$ cat config.mk
export PLATFORM = sky130hd
export DESIGN_NAME = cco_ctrl
export DESIGN_NICKNAME = d
export VERILOG_FILES = /design/src/sv/cco_pkg.sv /design/src/sv/cco_ctrl.sv
export SDC_FILE = /design/constraint.sdc
export NUM_CORES = 1
export LEC_CHECK = 0
export BUFFER_PORTS_ARGS = -buffer_cell sky130_fd_sc_hd__buf_4
export CORE_AREA = 2 2 39 41
export CTS_CLUSTER_DIAMETER = 40
export CTS_CLUSTER_SIZE = 40
export DETAILED_ROUTE_END_ITERATION = 7
export DIE_AREA = 0 0 41 43
export GPL_TIMING_DRIVEN = 0
export PLACE_DENSITY_LB_ADDON = 0.12
export SETUP_SLACK_MARGIN = 0.3
export SLEW_MARGIN = 15
export SYNTH_ARGS = -nofsm -noshare
export SYNTH_HDL_FRONTEND = slang
export SYNTH_SLANG_ARGS = --single-unit
export TNS_END_PERCENT = 5
$ cat constraint.sdc
create_clock -name clk -period 1.3 [get_ports clk]
set_input_delay 0.13 -clock clk [delete_from_list [all_inputs] [get_ports clk]]
set_output_delay 0.13 -clock clk [all_outputs]
set_load 0.01 [all_outputs]
$ cat src/sv/cco_pkg.sv
// Shared types and constants for the combination count and offset block.
// Used by the interfaces, cco_ctrl, cco_dp and combination_count_offsets_top.
package cco_pkg;

  localparam int IDX_W   = 32;            // list start / stop width
  localparam int K_W     = 7;             // choose count width
  localparam int CNT_W   = 63;            // count and offset width
  localparam int SIZE_W  = IDX_W + 2;     // signed list size
  localparam int HALF_W  = SIZE_W / 2;    // multiplier chunk of the factor
  localparam int PROD_W  = CNT_W + SIZE_W;
  localparam int J_W     = K_W + 1;
  localparam int BIT_W   = $clog2(PROD_W);
  localparam int CFG_IDX_W = 1;
  localparam int CFG_DAT_W = K_W;

  localparam logic [K_W-1:0]   CHOOSE_RST = K_W'(2);
  localparam logic [CNT_W-1:0] CNT_MAX    = {CNT_W{1'b1}};

  // register indexes
  localparam logic [CFG_IDX_W-1:0] CFG_CHOOSE_COUNT     = 1'd0;
  localparam logic [CFG_IDX_W-1:0] CFG_WITH_REPLACEMENT = 1'd1;

  typedef struct packed {
    logic load;
    logic setup;
    logic classify;
    logic mul_lo;
    logic mul_hi;
    logic div_step;
    logic check;
    logic finish;
  } cco_cmd_t;

  typedef struct packed {
    logic trivial;    // count is 0 or 1 without iterating
    logic short_t;    // reduced k is one: count is the size
    logic div_last;   // final quotient bit this cycle
    logic overflow;   // quotient wider than 63 bits
    logic last_j;     // this iteration was the final one
    logic out_free;   // output register can take a word
  } cco_stat_t;

endpackage

$ cat src/sv/cco_ctrl.sv
// Sequencer for the combination counter: setup, classify, then
// multiply / divide / check iterations. Depends on cco_pkg.
module cco_ctrl (
  input  logic                 clk,
  input  logic                 rst_n,
  input  logic                 in_valid,
  output logic                 in_ready,
  input  cco_pkg::cco_stat_t   stat,
  output cco_pkg::cco_cmd_t    cmd
);

  typedef enum logic [2:0] {
    S_IDLE, S_SETUP, S_CLASSIFY, S_MUL_LO, S_MUL_HI, S_DIV, S_CHECK, S_FINISH
  } state_t;

  state_t state_r, state_nxt;

  always_comb begin
    cmd       = '0;
    state_nxt = state_r;
    in_ready  = (state_r == S_IDLE);
    case (state_r)
      S_IDLE: begin
        if (in_valid) begin
          cmd.load  = 1'b1;
          state_nxt = S_SETUP;
        end
      end
      S_SETUP: begin
        cmd.setup = 1'b1;
        state_nxt = S_CLASSIFY;
      end
      S_CLASSIFY: begin
        cmd.classify = 1'b1;
        state_nxt    = (stat.trivial || stat.short_t) ? S_FINISH : S_MUL_LO;
      end
      S_MUL_LO: begin
        cmd.mul_lo = 1'b1;
        state_nxt  = S_MUL_HI;
      end
      S_MUL_HI: begin
        cmd.mul_hi = 1'b1;
        state_nxt  = S_DIV;
      end
      S_DIV: begin
        cmd.div_step = 1'b1;
        if (stat.div_last) state_nxt = S_CHECK;
      end
      S_CHECK: begin
        cmd.check = 1'b1;
        state_nxt = (stat.overflow || stat.last_j) ? S_FINISH : S_MUL_LO;
      end
      S_FINISH: begin
        if (stat.out_free) begin
          cmd.finish = 1'b1;
          state_nxt  = S_IDLE;
        end
      end
      default: state_nxt = S_IDLE;
    endcase
  end

  always_ff @(posedge clk) begin
    if (!rst_n) begin
      state_r <= S_IDLE;
    end else begin
      state_r <= state_nxt;
    end
  end

endmodule

==> results of run 1 <==
[synth_stat cells (2+ instances only)]
cell type	instances
dfxtp_1	3
nand2_1	3
nor3_1	2
inv_1	2
nor3b_1	3
nor2_1	5
nand2b_1	2
a21oi_2	2
o21ai_1	2
[worst max-delay path by stage]
stage          slack (ns)                      end  cells after the start
6_report             0.01                   cmd[7]                      4
3_5_place_dp         0.20                   cmd[7]                      4
5_1_grt             -0.03                   cmd[7]                      4
2_1_floorplan        0.28  state_r[2]$_SDFFE_PN0P_                      3
4_1_cts              0.01                   cmd[7]                      4
3_3_place_gp         0.18                   cmd[3]                      3
[area by class of cell]
class	instances	share of cell area, %
multi-input cells	29	43.13
repair buffers	22	28.54
flip-flops and latches	3	11.63
plain buffers	3	7.611
clock buffers	4	4.440
well taps	16	3.383
inverters	2	1.268
[worst reg2reg max path, cell delays in order (launching register included)]
cell and delay, ns:
dfxtp_4 0.34, buf_4 0.16, nor3b_4 0.20, a31oi_2 0.07
a311oi_2 0.26
[cells by family (layout without fill, tap and decap cells)]
logic type	Yosys count	count (layout)	synth area share, %
DFF	3	3	21.33
AOI/OAI and AO/OA	9	9	26.22
and+or+nand+nor	20	20	41.34
buffers and inverters	5	31	11.11
[routing by layer]
layer  track usage [%]  up-vias
met5                 0        -
li1                  -      185
met1             14.52      157
met4             4.000        0
met3             7.853        0
met2             13.75       15
[through the flow]
| step | hold slack, ns | setup slack (ns) | utilization (%) | area (um2) | total power (W) |
|---|---|---|---|---|---|
| 6_report | 0.1306 | 0.01099 | 42.77 | 591.8 | 0.0007033 |
| 5_1_grt | 0.1234 | -0.03325 | 42.77 | 591.8 | 0.0007584 |
| 4_1_cts | 0.1546 | 0.01421 | 36.80 | 509.2 | 0.0006365 |
| 3_5_place_dp | 0.4077 | 0.2048 | 31.65 | 437.9 | 0.0004049 |
| 3_3_place_gp | 0.4093 | 0.1842 | 31.65 | 437.9 | 0.0004070 |
| 2_1_floorplan | 0.2771 | 0.2763 | - | 290.3 | 0.0003052 |
[where the power goes]
part | switching, W | total (W) | leakage, nW | internal (W)
sequential | 0.0000193 | 0.000132 | 0.0264 | 0.000113
combinational | 0.000175 | 0.000399 | 0.222 | 0.000223
clock | 0.0000567 | 0.000172 | 0.0150 | 0.000116
[what timing repair did]
item,CTS,global route
setup endpoints to repair,11,11
buffers inserted,4,1
hold buffers,0,0
gates resized for setup,6,20
pin swaps,2,7
==> flow_summary.toml, run 1 <==
[run_status]
status = "finished, final reports clean"

[pwr]
peakVddDrop_uv = 612.9
total_leakage_power_nw = 0.2636
powerDensity_nw_per_um2 = 1188

[critical_path]
cp.arrival_ns = 1.16
crit_family = "simple AND/OR/NAND/NOR gates"
worst_path_max_delay_cell = "dfxtp_4"
cp_cell_sequence = "buf_8, nor3_4, and2_4, buf_6"
rr_startpoint = "state_r[2]$_SDFFE_PN0P_"
worst-path-max-fanout = 8
cp_num_buf_inv = 2
worstRegToRegCells = 4
endpoint_kind = "output pin"
start_kind = "register"
max_stage_delay_ns = 0.34
critPathRequiredTime_ns = 1.17
rrSetupSlack_ns = 0.17
path_class = "reg -> out"
reg2reg_to = "state_r[2]$_SDFFE_PN0P_"
crit_start = "state_r[2]$_SDFFE_PN0P_"

[placed_design]
hpwl_um = 552.3
placed_cells = 70
place.port_buffers = 17
gp_congestion = 0.6441

[yosys]
synth_top_area_share_pct = 21.33
syn_nets = 46
synth_area_per_cell_um2 = 7.609
ys_ff_latch = 3
synth_area_leader_cell = "dfxtp_1"
ys.flop_type = "dfxtp_1"
yosys-top-cells-area = "dfxtp_1 (21%), nor3b_1 (8.0%), nor2_1 (6.7%)"
synth-edff-count = 0
yosysSeqAreaShare_pct = 21.33
synth_cells = 37
async_reset_ff_share_pct = 0
syn_area_um2 = 281.5
yosys_warnings = 0
yosysUniqueCellTypes = 22

[finish]
final_cell_mix = "buf_4 (21), buf_8 (3), nor3b_2 (3), nor2_1 (3), clkbuf_4 (3)"
layout.nets = 73
layout_commonest_cell = "buf_4"
stdcell_count = 79
top_regs = "state_r x3"
largest_reg_flops = 3
multi_input_area_um2 = 255.2
n_antenna_cell = 0
areaGrowthSynthToFinish_pct = 110.2
seq_area_um2 = 68.82
fillers = 154
largest-register = "state_r"
layout-drive-gt1-share_pct = 77.78

[route]
drc = 0
met1_length_um = 344
wire_per_inst_um = 10.35
ant_nets = 0
routed_wl_um = 818
wl_met2_um = 405
drt-pass1-iter-count = 2
num_vias = 357
vias_per_cell = 4.519
highest_layer = "met3"
met3WireLength_um = 67
drt_iter0_markers = 8

[global_routing]
track_usage_pct = 11.06
overflow = 0
grt_pass1_wl_um = 1228
grt_max_degree = 11
antenna_found_initial = 0
first_global_vias = 282

[timing]
final_hold_viol_count = 0
fmax_mhz = 775.8
final.setup_skew_ns = 0.0008769
tightest_slew_ns = 0.1878
rsz0062_at_grt = "true"
slew_violations = 0
setup_viol = 0
post-route-min-period_ns = 1.289
setup_tns_ns = 0
slew_headroom_pct = 87.40
finalCritPeriodShare_pct = 99.15

[die]
floorplan.die.height_um = 43
start_util_pct = 20.34
row_count = 14
pin_count = 18
die_x_um = 41
die_area_um2 = 1763
core_um2 = 1384

[flow_run]
maxCapViolations = 0

[min_path]
min_to = "state_r[0]$_SDFFE_PN0P_"
hold_path_depth = 3
hp-class = "in -> reg"
min-delay-start = "rst_n"

[clock_network]
tritoncts = "built"
cts_root_buf = "clkbuf_4"
cts.clk_slew.worst_paths_ns = 0.04
cts_buffers = 3
htreeDepth = 1
insertion_delay_ns = 0.24
cts.sinks = 3
clockBufferDepth = 2
(Power assumes the default switching activity.)
==> inputs of run 2 (changes only) <==
CTS_BUF_LIST = sky130_fd_sc_hd__clkbuf_4 sky130_fd_sc_hd__clkbuf_8 sky130_fd_sc_hd__clkbuf_16   (was default)
==> run 2 against run 1 <==
  * Sequential cell count is the same
  * Via count shrank 0.28%
  * Combinational power is essentially flat
  * Design area grew 0.63%
  * Sequential share of layout area shrank 0.073 points
  * Global-route usage shrank 0.30 points
  * Fmax shrank 0.24%
  * Critical path type unchanged
  * Highest routed layer unchanged
==> flow_summary.toml, run 2 (same netlist as run 1, synthesis figures left out) <==
[finish]
top_regs = "state_r x3"
areaGrowthSynthToFinish_pct = 111.6
layout.nets = 73
largest-register = "state_r"
final_cell_mix = "buf_4 (21), clkbuf_4 (4), buf_8 (3), nor3b_2 (3), nor2_1 (3)"
fin_util_pct = 43.04
n_antenna_cell = 0
stdcell_count = 79
layout-drive-gt1-share_pct = 79.37
largest_reg_flops = 3
layout_commonest_cell = "buf_4"

[min_path]
min-delay-start = "rst_n"
hp-class = "in -> reg"
hold_path_depth = 3
min_to = "state_r[0]$_SDFFE_PN0P_"

[clock_network]
tritoncts = "built"
cts_buffers = 3
cts.clk_slew.worst_paths_ns = 0.04
cts.sinks = 3
htreeDepth = 1
clockBufferDepth = 2
insertion_delay_ns = 0.24
cts_root_buf = "clkbuf_4"

[die]
pin_count = 18
die_x_um = 41
row_count = 14
die_area_um2 = 1763
core_um2 = 1384
start_util_pct = 20.34
floorplan.die.height_um = 43

[critical_path]
worst-path-max-fanout = 8
path_class = "reg -> out"
critPathRequiredTime_ns = 1.17
worstRegToRegCells = 4
rrSetupSlack_ns = 0.17
rr_startpoint = "state_r[2]$_SDFFE_PN0P_"
reg2reg_to = "state_r[2]$_SDFFE_PN0P_"
endpoint_kind = "output pin"
start_kind = "register"
cp.arrival_ns = 1.16

[global_routing]
first_global_vias = 280
overflow = 0
grt_pass1_wl_um = 1214
antenna_found_initial = 0
grt_max_degree = 11
track_usage_pct = 10.75

[route]
drt-pass1-iter-count = 4
routed_wl_um = 824
ant_nets = 0
vias_per_cell = 4.506
wire_per_inst_um = 10.43
drc = 0
drt_iter0_markers = 6
num_vias = 356

[timing]
final_hold_viol_count = 0
post-route-min-period_ns = 1.292
finalCritPeriodShare_pct = 99.39
whs_ns = 0.1314
setup_tns_ns = 0
rsz0062_at_grt = "true"
slew_violations = 0
setup_viol = 0
slew_headroom_pct = 87.41
final.setup_skew_ns = 0.0005279
fmax_mhz = 774.0
tightest_slew_ns = 0.1876

[placed_design]
place.port_buffers = 17
placed_cells = 70
gp_congestion = 0.6441
hpwl_um = 552.3

[flow_run]
maxCapViolations = 0

[pwr]
total_leakage_power_nw = 0.2670
peakVddDrop_uv = 580.0
powerDensity_nw_per_um2 = 1216

[run_status]
status = "finished, final reports clean"
-- run 2: per-stage QoR --
stage	setup WS (ns)	total power, W	instance area [um2]
3_3_place_gp	0.1842	0.0004070	437.9
3_5_place_dp	0.2048	0.0004049	437.9
2_1_floorplan	0.2763	0.0003052	290.3
5_1_grt	-0.03668	0.0007817	595.6
6_report	0.007954	0.0007243	595.6
4_1_cts	0.01491	0.0006568	513.0
-- run 2: worst max-delay path by stage --
stage / from / to / slack [ns]
6_report: state_r[2]$_SDFFE_PN0P_ / cmd[7] / 0.008
5_1_grt: state_r[2]$_SDFFE_PN0P_ / cmd[7] / -0.04
4_1_cts: state_r[2]$_SDFFE_PN0P_ / cmd[7] / 0.01
3_5_place_dp: state_r[2]$_SDFFE_PN0P_ / cmd[7] / 0.20
3_3_place_gp: state_r[2]$_SDFFE_PN0P_ / cmd[3] / 0.18
2_1_floorplan: state_r[1]$_SDFFE_PN0P_ / state_r[2]$_SDFFE_PN0P_ / 0.28
-- run 2: power breakdown --
part | internal [W] | switching, W
Sequential | 0.000113 | 0.0000196
Combinational | 0.000223 | 0.000175
Clock | 0.000136 | 0.0000573
Total | 0.000473 | 0.000252
-- run 2: critical path: stages (launching register included) --
cell and delay, ns:
dfxtp_4 0.34, buf_8 0.13, nor3_4 0.19, and2_4 0.17, buf_6 0.09
-- run 2: area by class of cell --
cell class,instances,area (um2)
well taps,16,20.02
fillers,157,788.3
flip-flops and latches,3,68.82
multi-input cells,29,255.2
clock buffers,4,30.03
plain buffers,3,45.04
repair buffers,22,168.9
inverters,2,7.507
-- run 2: layer usage --
layer | track usage [%] | vias up | part of all wire (%)
met4 | 2.000 | 0 | 0
li1 | - | 184 | -
met2 | 13.75 | 14 | 50
met3 | 7.853 | 0 | 8.4
met1 | 14.52 | 158 | 41
met5 | 0 | - | 0
-- run 2: timing repair --
action / CTS / global route
endpoints found under the setup margin: 11 / 11
hold buffers: 0 / 0
pin swaps: 2 / 7
buffers inserted: 4 / 1
gates resized for setup: 6 / 20
cloned: 0 / 0
==> inputs of run 3 (changes only) <==
==> constraint.sdc (replaced) <==
create_clock -name clk -period 1.3 [get_ports clk]
set_input_delay 0.26 -clock clk [delete_from_list [all_inputs] [get_ports clk]]
set_output_delay 0.26 -clock clk [all_outputs]
set_load 0.01 [all_outputs]
==> run 3 against run 2 <==
  * Count of clock-buffer cells in the layout did not move
  * Power fell by 5.9%
  * Highest routed layer unchanged
  * The run now ends with negative setup slack left
  * Routed wire length fell by 1.9%
  * Global-route usage rose by 0.28 points
  * Critical path type unchanged
  * Largest power group unchanged
==> flow_summary.toml, run 3 (same netlist as run 1, synthesis figures left out) <==
[pwr]
total_power_w = 0.0006813
powerDensity_nw_per_um2 = 1202
total_leakage_power_nw = 0.2605
p_int_w = 0.0004587
power.share.clock_pct = 26.7
power_frac_seq_pct = 18.9
combPwrFrac_pct = 54.4
switching_share_pct = 32.67
peakVddDrop_uv = 392.4
switchingPower_w = 0.0002226

[critical_path]
crit_top_cell = "buf_6"
cp_num_buf_inv = 2
path_class = "reg -> out"
worst-path-max-fanout = 8
cp_cell_sequence = "buf_6, nor3_4, and2_4, buf_6"
rrSetupSlack_ns = 0.19
crit_family = "simple AND/OR/NAND/NOR gates"
worst_path_max_delay_cell = "dfxtp_2"
crit_start = "state_r[0]$_SDFFE_PN0P_"
max_stage_delay_ns = 0.31
start_kind = "register"
worstRegToRegCells = 4
critPathRequiredTime_ns = 1.04
reg2reg_to = "state_r[2]$_SDFFE_PN0P_"
endpoint_kind = "output pin"
cp.arrival_ns = 1.10
rr_startpoint = "state_r[2]$_SDFFE_PN0P_"

[finish]
layout.nets = 75
largest_reg_flops = 3
largest-register = "state_r"
fillers = 151
top_regs = "state_r x3"
layout_commonest_cell = "buf_4"
seq_area_um2 = 66.31
n_antenna_cell = 0
final_cell_mix = "buf_4 (23), nor3b_2 (4), nor2_1 (4), clkbuf_4 (4)"
multi_input_area_um2 = 221.5
areaGrowthSynthToFinish_pct = 101.3
layout-drive-gt1-share_pct = 70.77

[placed_design]
place.port_buffers = 17
gp_congestion = 0.6569
hpwl_um = 590.1

[route]
drt_iter0_markers = 2
vias_per_cell = 4.321
drc = 0
routed_wl_um = 808
wire_per_inst_um = 9.975
drt-pass1-iter-count = 4
ant_nets = 0
num_vias = 350

[global_routing]
grt_max_degree = 11
antenna_found_initial = 0
track_usage_pct = 11.03
grt_pass1_wl_um = 1283
first_global_vias = 312
overflow = 0

[timing]
finalCritPeriodShare_pct = 104.6
setup_viol = 5
whs_ns = 0.3074
slew_violations = 0
post-route-min-period_ns = 1.360
rsz0062_at_grt = "true"
final.setup_skew_ns = 0.003363
final_hold_viol_count = 0
slew_headroom_pct = 86.08
fmax_mhz = 735.3
setup_tns_ns = -0.1790
tightest_slew_ns = 0.2086
fin_ws_ns = -0.06002

[clock_network]
clockBufferDepth = 2
insertion_delay_ns = 0.23
cts_root_buf = "clkbuf_4"
cts.clk_slew.worst_paths_ns = 0.03
cts_buffers = 3
htreeDepth = 1
cts.sinks = 3
tritoncts = "built"

[die]
start_util_pct = 20.34
core_um2 = 1384
floorplan.die.height_um = 43
pin_count = 18
die_area_um2 = 1763
row_count = 14
die_x_um = 41

[run_status]
violations = "negative setup slack"
status = "finished, violations left"

[min_path]
hold_path_depth = 3
hp-class = "in -> reg"
min-delay-start = "rst_n"
min_to = "state_r[0]$_SDFFE_PN0P_"

[flow_run]
maxCapViolations = 0
[run 3: cell count changes in the layout (fill, tap and decap cells not counted), sizes merged]
cell,change
buf,+2
[run 3: per-stage QoR]
step           cell area (um2)  worst slack, ns  utilization (%)  cells
2_1_floorplan            310.3           0.1715                -     37
3_3_place_gp             457.9          0.06000            33.09     70
3_5_place_dp             457.9          0.09289            33.09     70
4_1_cts                  536.8          -0.1070            38.79     78
5_1_grt                  566.8          -0.1371            40.96     81
6_report                 566.8         -0.06002            40.96     81
[run 3: how the worst max path moves through the flow]
stage               endpoint  slack (ns)  cells after the start
global placement      cmd[0]        0.06                      4
floorplan             cmd[7]        0.17                      3
detailed placement    cmd[5]        0.09                      3
finish                cmd[7]       -0.06                      4
global route          cmd[7]       -0.14                      4
CTS                   cmd[7]       -0.11                      4
[run 3: cell type report]
| cell class | count | area share [%] |
|---|---|---|
| Multi-Input combinational cell | 29 | 39.07 |
| Timing Repair Buffer | 24 | 32.45 |
| Sequential cell | 3 | 11.70 |
| Buffer | 3 | 6.623 |
| Clock buffer | 4 | 5.298 |
| Tap cell | 16 | 3.532 |
| Inverter | 2 | 1.325 |
[run 3: power groups by stage]
stage	Clock, W	Sequential (W)	Combinational (W)
after CTS	0.000190	0.000127	0.000351
after global routing	0.000196	0.000131	0.000407
after detailed placement	0	0.000131	0.000291
final	0.000182	0.000129	0.000371
after global placement	0	0.000133	0.000291
after floorplan	0	0.000126	0.000192
[run 3: timing repair]
action,in CTS,in global routing
hold buffers,0,0
cloned,0,0
endpoints found under the setup margin,12,12
pin swaps,5,2
gates resized for setup,6,3
setup buffers,4,3
[run 3: worst register-to-register path, cell delays in order (launching register included)]
cell      delay, ns
dfxtp_4        0.34
buf_4          0.15
nor3b_2        0.18
a31oi_1        0.08
a311oi_2       0.27
[run 3: metal layers]
metal | global-route usage, % | wire length [um]
met1 | 13.46 | 345
met4 | 8.000 | 0
met2 | 16.56 | 420
met5 | 0 | 0
met3 | 1.571 | 41
